`src/hw/rtl/event_countdown_scheduler_assert.svh`:
```
// assertion macros used by the scheduler back end
// every macro samples on clk_i and is disabled while rst_ni is low
`ifndef EVENT_COUNTDOWN_SCHEDULER_ASSERT_SVH
`define EVENT_COUNTDOWN_SCHEDULER_ASSERT_SVH

// property holds at every edge out of reset
`define ECS_ASSERT(lbl, prop) \
  lbl: assert property (@(posedge clk_i) disable iff (!rst_ni) (prop)) \
    else $error("ecs assertion failed");

// condition implies a consequence in the next cycle
`define ECS_ASSERT_NEXT(lbl, cond, cons) \
  lbl: assert property (@(posedge clk_i) disable iff (!rst_ni) (cond) |=> (cons)) \
    else $error("ecs assertion failed");

`endif

```
`src/hw/rtl/ecs_pkg.sv`:
```
`timescale 1ns / 1ps
`default_nettype none

package ecs_pkg;

  localparam int NUM_EVENTS = 16;
  localparam int TIME_BITS  = 48;
  localparam int SLOT_W     = $clog2(NUM_EVENTS);

  // port field widths
  localparam int ACTION_W = 3;
  localparam int HIDX_W   = 4;
  localparam int CT_W     = 40;
  localparam int EL_W     = 16;
  localparam int COUNT_W  = 48;

  localparam int CMDQ_DEPTH = 2;
  localparam int CMDQ_PTR_W = $clog2(CMDQ_DEPTH);
  localparam int CMDQ_CNT_W = $clog2(CMDQ_DEPTH + 1);

  localparam logic [ACTION_W-1:0] ACT_ADVANCE = 3'd0;
  localparam logic [ACTION_W-1:0] ACT_ADD     = 3'd1;
  localparam logic [ACTION_W-1:0] ACT_REMOVE  = 3'd2;
  localparam logic [ACTION_W-1:0] ACT_ACK     = 3'd3;
  localparam logic [ACTION_W-1:0] ACT_QUERY   = 3'd4;

  typedef logic signed [TIME_BITS-1:0] time_t;

  localparam time_t TIME_MAX = time_t'({1'b0, {(TIME_BITS-1){1'b1}}});
  localparam time_t TIME_MIN = time_t'({1'b1, {(TIME_BITS-1){1'b0}}});

  typedef enum logic [2:0] {
    OP_ADVANCE,
    OP_ADD,
    OP_REMOVE,
    OP_ACK,
    OP_QUERY,
    OP_NOP
  } op_e;

  typedef struct packed {
    op_e                   op;
    logic                  slot_ok;
    logic [SLOT_W-1:0]     slot;
    time_t                 ct;
    logic [EL_W-1:0]       el;
  } cmd_t;

  typedef struct packed {
    logic [HIDX_W-1:0]         next_index;
    logic signed [COUNT_W-1:0] next_count;
    logic                      any_pending;
    logic                      query_active;
  } res_t;

  // a - b clamped to the signed time range
  function automatic time_t sat_sub(time_t a, time_t b);
    logic signed [TIME_BITS:0] d;
    time_t r;
    d = {a[TIME_BITS-1], a} - {b[TIME_BITS-1], b};
    if (d[TIME_BITS] != d[TIME_BITS-1]) begin
      r = d[TIME_BITS] ? TIME_MIN : TIME_MAX;
    end else begin
      r = time_t'(d);
    end
    return r;
  endfunction

endpackage

`default_nettype wire

```
`src/hw/rtl/event_countdown_scheduler.sv`:
```
`timescale 1ns / 1ps
`default_nettype none

// channel   | handshake            | words
// ----------+----------------------+---------------------------------------------
// command   | push_i / full_o      | action_i, handler_index_i, cycle_time_i,
//           |                      | elapsed_cycles_i
// result    | empty_o / pop_i      | next_index_o, next_count_o, any_pending_o,
//           |                      | query_active_o
//
// advance, query and unknown actions finish in the cycle the back end takes them
// add, remove and acknowledge run the one-slot-per-cycle rebase and minimum sweep
//   over the slot time ram
// a two-word command queue lets the host push while a sweep runs
// a one-word result register holds the answer until popped; the back end waits
//   only when that register is still full
// reset clears the active flags, soonest slot and countdown at once; no clearing
//   pass, since the time of an inactive slot is never read

module event_countdown_scheduler (
  input  wire logic                                clk_i,
  input  wire logic                                rst_ni,
  input  wire logic                                push_i,
  output logic                                     full_o,
  input  wire logic [ecs_pkg::ACTION_W-1:0]        action_i,
  input  wire logic [ecs_pkg::HIDX_W-1:0]          handler_index_i,
  input  wire logic [ecs_pkg::CT_W-1:0]            cycle_time_i,
  input  wire logic [ecs_pkg::EL_W-1:0]            elapsed_cycles_i,
  output logic                                     empty_o,
  input  wire logic                                pop_i,
  output logic      [ecs_pkg::HIDX_W-1:0]          next_index_o,
  output logic signed [ecs_pkg::COUNT_W-1:0]       next_count_o,
  output logic                                     any_pending_o,
  output logic                                     query_active_o
);

  // front to back queue
  ecs_pkg::cmd_t cmd;
  logic          cmd_empty;
  logic          cmd_pop;

  // back end result and the output word register
  ecs_pkg::res_t res;
  logic          res_valid;
  logic          out_ready;
  logic          out_valid_q, out_valid_d;
  ecs_pkg::res_t out_q;

  ecs_front u_front (
    .clk_i            (clk_i),
    .rst_ni           (rst_ni),
    .push_i           (push_i),
    .full_o           (full_o),
    .action_i         (action_i),
    .handler_index_i  (handler_index_i),
    .cycle_time_i     (cycle_time_i),
    .elapsed_cycles_i (elapsed_cycles_i),
    .cmd_pop_i        (cmd_pop),
    .cmd_empty_o      (cmd_empty),
    .cmd_o            (cmd)
  );

  ecs_back u_back (
    .clk_i       (clk_i),
    .rst_ni      (rst_ni),
    .cmd_empty_i (cmd_empty),
    .cmd_i       (cmd),
    .cmd_pop_o   (cmd_pop),
    .out_ready_i (out_ready),
    .res_valid_o (res_valid),
    .res_o       (res)
  );

  // room for a new word when empty or when the waiting word leaves now
  assign out_ready = !out_valid_q || pop_i;

  always_comb begin
    out_valid_d = out_valid_q;
    if (res_valid) begin
      out_valid_d = 1'b1;
    end else if (pop_i && out_valid_q) begin
      out_valid_d = 1'b0;
    end
  end

  always_ff @(posedge clk_i or negedge rst_ni) begin
    if (!rst_ni) begin
      out_valid_q <= 1'b0;
    end else begin
      out_valid_q <= out_valid_d;
    end
  end

  // result payload, no reset needed
  always_ff @(posedge clk_i) begin
    if (res_valid) begin
      out_q <= res;
    end
  end

  assign empty_o        = !out_valid_q;
  assign next_index_o   = out_q.next_index;
  assign next_count_o   = out_q.next_count;
  assign any_pending_o  = out_q.any_pending;
  assign query_active_o = out_q.query_active;

endmodule

`default_nettype wire

```
`src/hw/rtl/ecs_ram.sv`:
```
`timescale 1ns / 1ps
`default_nettype none

module ecs_ram #(
  parameter int WIDTH = 8,
  parameter int DEPTH = 16
) (
  input  wire logic                     clk_i,
  input  wire logic                     we_i,
  input  wire logic [$clog2(DEPTH)-1:0] waddr_i,
  input  wire logic [WIDTH-1:0]         wdata_i,
  input  wire logic                     re_i,
  input  wire logic [$clog2(DEPTH)-1:0] raddr_i,
  output logic      [WIDTH-1:0]         rdata_o
);

  logic [WIDTH-1:0] mem_q [DEPTH];

  always_ff @(posedge clk_i) begin
    if (we_i) begin
      mem_q[waddr_i] <= wdata_i;
    end
    if (re_i) begin
      rdata_o <= mem_q[raddr_i];
    end
  end

endmodule

`default_nettype wire

```
`src/hw/rtl/ecs_front.sv`:
```
`timescale 1ns / 1ps
`default_nettype none

module ecs_front (
  input  wire logic                             clk_i,
  input  wire logic                             rst_ni,
  input  wire logic                             push_i,
  output logic                                  full_o,
  input  wire logic [ecs_pkg::ACTION_W-1:0]     action_i,
  input  wire logic [ecs_pkg::HIDX_W-1:0]       handler_index_i,
  input  wire logic [ecs_pkg::CT_W-1:0]         cycle_time_i,
  input  wire logic [ecs_pkg::EL_W-1:0]         elapsed_cycles_i,
  input  wire logic                             cmd_pop_i,
  output logic                                  cmd_empty_o,
  output ecs_pkg::cmd_t                         cmd_o
);

  localparam int CMP_W =
    (ecs_pkg::TIME_BITS > ecs_pkg::CT_W ? ecs_pkg::TIME_BITS : ecs_pkg::CT_W) + 1;

  ecs_pkg::cmd_t                     cmd_in;
  logic [CMP_W-1:0]                  ct_x;
  logic [CMP_W-1:0]                  tmax_x;
  ecs_pkg::cmd_t                     q_mem_q [ecs_pkg::CMDQ_DEPTH];
  logic [ecs_pkg::CMDQ_PTR_W-1:0]    wr_ptr_q, wr_ptr_d, rd_ptr_q, rd_ptr_d;
  logic [ecs_pkg::CMDQ_CNT_W-1:0]    cnt_q, cnt_d;
  logic                              do_push, do_pop;

  // decode and clamp the incoming word
  always_comb begin
    ct_x   = CMP_W'(cycle_time_i);
    tmax_x = CMP_W'(ecs_pkg::TIME_MAX);
    cmd_in.slot_ok = (handler_index_i != '0) &&
                     (32'(handler_index_i) < ecs_pkg::NUM_EVENTS);
    cmd_in.slot    = ecs_pkg::SLOT_W'(handler_index_i);
    cmd_in.ct      = (ct_x > tmax_x) ? ecs_pkg::TIME_MAX : ecs_pkg::time_t'(ct_x);
    cmd_in.el      = elapsed_cycles_i;
    case (action_i)
      ecs_pkg::ACT_ADVANCE: cmd_in.op = ecs_pkg::OP_ADVANCE;
      ecs_pkg::ACT_ADD:     cmd_in.op = ecs_pkg::OP_ADD;
      ecs_pkg::ACT_REMOVE:  cmd_in.op = ecs_pkg::OP_REMOVE;
      ecs_pkg::ACT_ACK:     cmd_in.op = ecs_pkg::OP_ACK;
      ecs_pkg::ACT_QUERY:   cmd_in.op = ecs_pkg::OP_QUERY;
      default:              cmd_in.op = ecs_pkg::OP_NOP;
    endcase
  end

  assign full_o      = (cnt_q == ecs_pkg::CMDQ_CNT_W'(ecs_pkg::CMDQ_DEPTH));
  assign cmd_empty_o = (cnt_q == '0);
  assign do_push     = push_i && !full_o;
  assign do_pop      = cmd_pop_i && !cmd_empty_o;
  assign cmd_o       = q_mem_q[rd_ptr_q];

  always_comb begin
    wr_ptr_d = wr_ptr_q;
    rd_ptr_d = rd_ptr_q;
    cnt_d    = cnt_q;
    if (do_push) begin
      wr_ptr_d = (32'(wr_ptr_q) == ecs_pkg::CMDQ_DEPTH - 1) ? '0 : wr_ptr_q + 1'b1;
    end
    if (do_pop) begin
      rd_ptr_d = (32'(rd_ptr_q) == ecs_pkg::CMDQ_DEPTH - 1) ? '0 : rd_ptr_q + 1'b1;
    end
    if (do_push && !do_pop) begin
      cnt_d = cnt_q + 1'b1;
    end else if (!do_push && do_pop) begin
      cnt_d = cnt_q - 1'b1;
    end
  end

  always_ff @(posedge clk_i or negedge rst_ni) begin
    if (!rst_ni) begin
      wr_ptr_q <= '0;
      rd_ptr_q <= '0;
      cnt_q    <= '0;
    end else begin
      wr_ptr_q <= wr_ptr_d;
      rd_ptr_q <= rd_ptr_d;
      cnt_q    <= cnt_d;
    end
  end

  always_ff @(posedge clk_i) begin
    if (do_push) begin
      q_mem_q[wr_ptr_q] <= cmd_in;
    end
  end

endmodule

`default_nettype wire

```
`src/hw/rtl/ecs_back.sv`:
```
`timescale 1ns / 1ps
`default_nettype none

module ecs_back (
  input  wire logic          clk_i,
  input  wire logic          rst_ni,
  input  wire logic          cmd_empty_i,
  input  wire ecs_pkg::cmd_t cmd_i,
  output logic               cmd_pop_o,
  input  wire logic          out_ready_i,
  output logic               res_valid_o,
  output ecs_pkg::res_t      res_o
);

  localparam int CNT_W = ecs_pkg::SLOT_W + 1;
  localparam logic [CNT_W-1:0] CNT_LAST = CNT_W'(ecs_pkg::NUM_EVENTS);

  typedef enum logic [1:0] {
    ST_IDLE,
    ST_SCAN,
    ST_DONE
  } state_e;

  state_e                           state_q, state_d;
  ecs_pkg::cmd_t                    cmd_q, cmd_d;
  ecs_pkg::time_t                   elapsed_q, elapsed_d;
  logic                             rebase_q, rebase_d;
  logic [CNT_W-1:0]                 cnt_q, cnt_d;
  logic [ecs_pkg::NUM_EVENTS-1:0]   active_q, active_d;
  logic [ecs_pkg::SLOT_W-1:0]       soonest_q, soonest_d;
  ecs_pkg::time_t                   countdown_q, countdown_d;
  ecs_pkg::time_t                   soon_time_q, soon_time_d;
  ecs_pkg::time_t                   best_q, best_d;
  logic [ecs_pkg::SLOT_W-1:0]       best_idx_q, best_idx_d;

  logic                             ram_re, ram_we;
  logic [ecs_pkg::SLOT_W-1:0]       ram_raddr, proc_idx;
  ecs_pkg::time_t                   ram_rdata, t_new;
  logic                             act_new, hit;

  ecs_ram #(
    .WIDTH(ecs_pkg::TIME_BITS),
    .DEPTH(ecs_pkg::NUM_EVENTS)
  ) u_time_ram (
    .clk_i   (clk_i),
    .we_i    (ram_we),
    .waddr_i (proc_idx),
    .wdata_i (t_new),
    .re_i    (ram_re),
    .raddr_i (ram_raddr),
    .rdata_o (ram_rdata)
  );

  always_comb begin
    state_d     = state_q;
    cmd_d       = cmd_q;
    elapsed_d   = elapsed_q;
    rebase_d    = rebase_q;
    cnt_d       = cnt_q;
    active_d    = active_q;
    soonest_d   = soonest_q;
    countdown_d = countdown_q;
    soon_time_d = soon_time_q;
    best_d      = best_q;
    best_idx_d  = best_idx_q;
    cmd_pop_o   = 1'b0;
    res_valid_o = 1'b0;
    ram_re      = 1'b0;
    ram_we      = 1'b0;
    ram_raddr   = cnt_q[ecs_pkg::SLOT_W-1:0];
    proc_idx    = ecs_pkg::SLOT_W'(cnt_q - 1'b1);
    act_new     = active_q[proc_idx];
    hit         = 1'b0;
    t_new       = ram_rdata;
    res_o.next_index   = ecs_pkg::HIDX_W'(soonest_q);
    res_o.next_count   = ecs_pkg::COUNT_W'(countdown_q);
    res_o.any_pending  = |active_q;
    res_o.query_active = 1'b0;

    case (state_q)
      ST_IDLE: begin
        if (!cmd_empty_i) begin
          case (cmd_i.op)
            ecs_pkg::OP_ADD, ecs_pkg::OP_REMOVE, ecs_pkg::OP_ACK: begin
              cmd_pop_o  = 1'b1;
              cmd_d      = cmd_i;
              elapsed_d  = ecs_pkg::sat_sub(soon_time_q, countdown_q);
              // an add with no soonest slot leaves the table times alone
              rebase_d   = !((cmd_i.op == ecs_pkg::OP_ADD) && (soonest_q == '0));
              best_d     = ecs_pkg::TIME_MAX;
              best_idx_d = '0;
              cnt_d      = '0;
              state_d    = ST_SCAN;
            end
            ecs_pkg::OP_ADVANCE: begin
              if (out_ready_i) begin
                cmd_pop_o   = 1'b1;
                res_valid_o = 1'b1;
                countdown_d = ecs_pkg::sat_sub(countdown_q,
                                               ecs_pkg::time_t'(cmd_i.el));
                res_o.next_count = ecs_pkg::COUNT_W'(countdown_d);
              end
            end
            ecs_pkg::OP_QUERY: begin
              if (out_ready_i) begin
                cmd_pop_o          = 1'b1;
                res_valid_o        = 1'b1;
                res_o.query_active = cmd_i.slot_ok && active_q[cmd_i.slot];
              end
            end
            default: begin
              if (out_ready_i) begin
                cmd_pop_o   = 1'b1;
                res_valid_o = 1'b1;
              end
            end
          endcase
        end
      end
      ST_SCAN: begin
        ram_re = (cnt_q != CNT_LAST);
        if (cnt_q != '0) begin
          // rebase, apply the command to this slot, then fold into the minimum
          ram_we = 1'b1;
          if (act_new && rebase_q) begin
            t_new = ecs_pkg::sat_sub(ram_rdata, elapsed_q);
          end
          hit = cmd_q.slot_ok && (proc_idx == cmd_q.slot);
          if ((cmd_q.op == ecs_pkg::OP_ADD) && hit) begin
            act_new = 1'b1;
            t_new   = cmd_q.ct;
          end else if ((cmd_q.op == ecs_pkg::OP_REMOVE) && hit) begin
            act_new = 1'b0;
          end else if ((cmd_q.op == ecs_pkg::OP_ACK) && (soonest_q != '0) &&
                       (proc_idx == soonest_q)) begin
            act_new = 1'b0;
          end
          active_d[proc_idx] = act_new;
          if (act_new && (proc_idx != '0) && (t_new < best_q)) begin
            best_d     = t_new;
            best_idx_d = proc_idx;
          end
        end
        cnt_d = cnt_q + 1'b1;
        if (cnt_q == CNT_LAST) begin
          soonest_d   = best_idx_d;
          countdown_d = (best_idx_d != '0) ? best_d : ecs_pkg::TIME_MAX;
          soon_time_d = countdown_d;
          state_d     = ST_DONE;
        end
      end
      ST_DONE: begin
        if (out_ready_i) begin
          res_valid_o = 1'b1;
          state_d     = ST_IDLE;
        end
      end
      default: begin
        state_d = ST_IDLE;
      end
    endcase
  end

  always_ff @(posedge clk_i or negedge rst_ni) begin
    if (!rst_ni) begin
      state_q     <= ST_IDLE;
      active_q    <= '0;
      soonest_q   <= '0;
      countdown_q <= '0;
      soon_time_q <= ecs_pkg::TIME_MAX;
      cnt_q       <= '0;
      rebase_q    <= 1'b0;
      cmd_q       <= '0;
      elapsed_q   <= '0;
      best_q      <= ecs_pkg::TIME_MAX;
      best_idx_q  <= '0;
    end else begin
      state_q     <= state_d;
      active_q    <= active_d;
      soonest_q   <= soonest_d;
      countdown_q <= countdown_d;
      soon_time_q <= soon_time_d;
      cnt_q       <= cnt_d;
      rebase_q    <= rebase_d;
      cmd_q       <= cmd_d;
      elapsed_q   <= elapsed_d;
      best_q      <= best_d;
      best_idx_q  <= best_idx_d;
    end
  end

`include "event_countdown_scheduler_assert.svh"

  `ECS_ASSERT(a_null_slot_idle, !active_q[0])
  `ECS_ASSERT(a_soonest_active,
              !((state_q == ST_IDLE) && (soonest_q != '0)) || active_q[soonest_q])
  `ECS_ASSERT(a_idle_time_max, (soonest_q != '0) || (soon_time_q == ecs_pkg::TIME_MAX))
  `ECS_ASSERT(a_res_has_room, !res_valid_o || out_ready_i)
  `ECS_ASSERT_NEXT(a_scan_ends, (state_q == ST_SCAN) && (cnt_q == CNT_LAST),
                   state_q == ST_DONE)

endmodule

`default_nettype wire

```
`config.mk`:
```
export PLATFORM = sky130hd
export DESIGN_NAME = event_countdown_scheduler
export DESIGN_NICKNAME = d
export VERILOG_FILES = /design/src/hw/rtl/ecs_pkg.sv /design/src/hw/rtl/event_countdown_scheduler.sv /design/src/hw/rtl/ecs_ram.sv /design/src/hw/rtl/ecs_front.sv /design/src/hw/rtl/ecs_back.sv
export VERILOG_INCLUDE_DIRS = /design/src /design/src/hw/rtl
export SDC_FILE = /design/constraint.sdc
export NUM_CORES = 2
export LEC_CHECK = 0
export BUFFER_PORTS_ARGS = -buffer_cell sky130_fd_sc_hd__buf_4
export CAP_MARGIN = 20
export CORE_MARGIN = 3
export CORE_UTILIZATION = 25
export CTS_BUF_LIST = sky130_fd_sc_hd__clkbuf_2 sky130_fd_sc_hd__clkbuf_4 sky130_fd_sc_hd__clkbuf_8
export CTS_CLUSTER_DIAMETER = 100
export DETAILED_ROUTE_END_ITERATION = 7
export SKIP_LAST_GASP = 1
export SLEW_MARGIN = 15
export SYNTH_ARGS = -nofsm -noshare
export SYNTH_HDL_FRONTEND = slang
export SYNTH_SLANG_ARGS = --single-unit
```
`constraint.sdc`:
```
create_clock -name clk_i -period 7.5 [get_ports clk_i]
set_clock_uncertainty 0.15 [all_clocks]
set_input_delay 0.75 -clock clk_i [delete_from_list [all_inputs] [get_ports clk_i]]
set_output_delay 0.75 -clock clk_i [all_outputs]
set_load 0.01 [all_outputs]
```
==> summary.txt <==
GRT Overall Usage: 0.147
die height: 496 um
die area: 246000 sq um
CP peak stage delay: 0.47 ns
synthesized netlist cell count: 4349
area leader, netlist: edfxtp_1
EDFF count, synth: 998
CP arrival: 7.96 ns
area of the core: 238000 sq um
Residual DRC: 0
DR WL/cell: 22.4 um
Yosys cell types: 109
Final Hold Fails: 0
max-slew violation count: 0
Critical Path RT: 8.18 ns
CTS tree: yes
CP endpoint kind: register
Worst Tran Pin Value: 1.13 ns
DR vias/cell: 4.86
Synth warnings: 0
post-DP HPWL: 127000 um
Slowest-stage cell, CP: edfxtp_1
critical path class: reg2reg
top-area cell type share of the netlist area: 0.500
Final Non-Filler Cells: 8290
cell area after synthesis: 60000 sq um
Max Cap Viol: 0
status: finished, final reports clean
final instance area: 73000 sq um
FP Rows: 179
Root Driver: clkbuf_8
First-pass DRT Iterations: 5
1st-iter DRT viols: 3985
Synth-to-Final Area Change: 21.7%
Max Freq: 137 MHz
number of instances in the placed design: 7826
IO buf count: 122
startpoint types: register
largest net degree at the start of global routing: 159
die width: 496 um
ys async rst share: 0.217
clock sinks: 1275
Max-slew headroom: 0.244
Setup Viol. Count Final: 0
Clk pin slew, worst setup/hold paths: 0.06 ns
antenna violations before repair: 7
CTS buffer count: 200
Worst Hold Class: in2reg
final net count: 5186
later-pin clock latency in the skew report: 0.94 ns
number of top-level pins: 123
vias in the first global route: 40096
gpl congestion: 0.942
#FFs+latches synth: 1275
Tmin final: 7.29 ns
DRT Wirelength: 186000 um
Most used DFF post-synth: edfxtp_1
H-tree lvl count: 4
via count: 40279
Post-DP Area: 67400 sq um
CP most frequent cell: buf_4
Clock Tree Buf Depth: 3
Crit Path Max Fanout: 10
Mapped Nets: 4587
Hold Worst Slack: 0.102 ns
grt ovf: 0
Routed Antenna Nets: 0
Syn Area/Cell: 13.8 sq um
first-pass GRT wire length: 272000 um
starting density of the core: 0.252
sequential-to-total area share from yosys stat: 0.617
share of cells above drive strength 1: 0.280
Final period util: 0.972
Area contributors post-synth: edfxtp_1 50%, mux4_2 9.2%, dfrtp_1 7.6%
-- area by class of cell --
class | instances | area [sq um]
repair buffers | 612 | 4940
clock inverters | 107 | 742
flip-flops and latches | 1275 | 37000
diodes | 2 | 5.00
multi-input cells | 2653 | 22200
well taps | 3167 | 3960
inverters | 206 | 773
fillers | 23828 | 165000
clock buffers | 268 | 3330
-- state kept, by name, summed over array words and instances (netlist names), 4 cells and up --
register	cells
u_back.cnt_q	5
u_back.active_q	16
u_back.soonest_q	4
next_index_o	4
u_back.best_q	48
u_back.u_time_ram.mem_q	768
u_back.cmd_q	48
next_count_o	48
u_front.q_mem_q	128
u_back.u_time_ram.rdata_o	48
u_back.best_idx_q	4
u_back.countdown_q	48
u_back.soon_time_q	48
u_back.elapsed_q	48
-- cells in the mapped netlist, types with 21 or more instances --
master,number
nand3_1,59
nand2_1,375
xnor2_1,57
o21a_1,53
nand2b_1,24
o22ai_1,34
dfrtp_1,183
ha_1,168
a21o_1,63
xor2_1,36
a211oi_1,30
a21oi_1,269
buf_2,23
inv_1,206
mux2_2,29
o21ai_0,234
mux4_2,245
a31oi_1,38
nor3_1,53
clkbuf_1,155
o211ai_1,28
edfxtp_1,998
nand4_1,26
dfstp_2,94
buf_1,21
maj3_1,43
and3_1,34
mux2i_1,98
nor2_1,299
-- logic make-up (layout without fill, tap and decap cells) --
group	count (synthesis)	after routing	share of synthesized area
adder cells (fa/ha/maj)	214	214	0.0432
XOR/XNOR	98	98	0.0155
other	0	2	0
AND/OR/NAND/NOR	992	992	0.0756
buffers and inverters	421	1193	0.0281
flip-flops	1275	1275	0.617
multiplexers	374	374	0.114
AO/OA/AOI/OAI	975	975	0.106
-- cell usage in the layout (no fill, tap or decap), types with 32 or more instances in the layout --
| cell | Yosys | layout |
|---|---|---|
| edfxtp_1 | 998 | 998 |
| buf_4 | 5 | 530 |
| nand2_1 | 375 | 373 |
| nor2_1 | 299 | 270 |
| a21oi_1 | 269 | 256 |
| mux4_2 | 245 | 245 |
| o21ai_0 | 234 | 226 |
| clkbuf_8 | 0 | 210 |
| inv_1 | 206 | 205 |
| dfrtp_1 | 183 | 178 |
| ha_1 | 168 | 155 |
| dfstp_2 | 94 | 94 |
| mux2i_1 | 98 | 84 |
| a21o_1 | 63 | 63 |
| dlygate4sd3_1 | 0 | 63 |
| clkbuf_4 | 0 | 59 |
| nand3_1 | 59 | 58 |
| xnor2_1 | 57 | 57 |
| clkinv_1 | 0 | 53 |
| o21a_1 | 53 | 52 |
| maj3_1 | 43 | 43 |
| nor3_1 | 53 | 41 |
| a31oi_1 | 38 | 37 |
| xor2_1 | 36 | 35 |
| clkinv_2 | 0 | 32 |
-- per-stage QoR --
| step | setup TNS [ns] | setup slack (ns) | util |
|---|---|---|---|
| 3_3_place_gp | -18.21 | -0.343 | 0.283 |
| 5_1_grt | -0.621 | -0.0469 | 0.306 |
| 2_1_floorplan | 0 | 0.0200 | - |
| 6_report | 0 | 0.214 | 0.306 |
| 4_1_cts | 0 | 0.00375 | 0.303 |
| 3_5_place_dp | -34.39 | -0.464 | 0.283 |
-- path summary, 6_finish.rpt --
| path | startpoint | endpoint | slack, ns | depth (start not counted) |
|---|---|---|---|---|
| setup reg to reg | u_back.u_time_ram.rdata_o[5]$_DFFE_PP_ | u_back.countdown_q[28]$_DFFE_PN0P_ | 0.21 | 37 |
| setup / recovery | u_back.u_time_ram.rdata_o[5]$_DFFE_PP_ | u_back.countdown_q[28]$_DFFE_PN0P_ | 0.21 | 37 |
| hold / removal | action_i[0] | u_front.q_mem_q[1][61]$_DFFE_PP_ | 0.10 | 2 |
| max in group asynchronous | rst_ni | u_back.cnt_q[1]$_DFFE_PN0P_ | 5.53 | 3 |
| min in group asynchronous | rst_ni | u_front.wr_ptr_q$_DFFE_PN0P_ | 0.22 | 2 |
| hold reg to reg | u_back.soon_time_q[41]$_DFFE_PN1P_ | u_back.soon_time_q[41]$_DFFE_PN1P_ | 0.32 | 2 |
-- worst max-delay path, delay by kind of cell, from the launching register on --
family / cells / cell delay [ns]
buffers and inverters: 9 / 1.24
adder cells (fa/ha/maj): 3 / 0.85
flip-flops: 1 / 0.47
XOR/XNOR: 1 / 0.14
multiplexers: 1 / 0.24
AND/OR/NAND/NOR: 10 / 1.49
AO/OA/AOI/OAI: 13 / 2.55
-- routing by layer --
layer  global-route usage  wire length, um  part of all wire
met5                    0                0                 0
met4               0.0472             5790             0.031
met3               0.0223            11800             0.064
met2                0.238            87200              0.47
met1                0.202            80700              0.44
-- what timing repair did --
item	4_1_cts	5_1_grt
gates cloned	1	0
endpoints found under the setup margin	150	152
pin swaps	8	44
hold buffers	63	0
resized for setup	32	105
hold endpoints to repair	165	0
buffers inserted	2	20
Power is left out: the tool's default activity adds up to more than one toggle a clock period on the data nets, which glitch-free logic cannot reach.
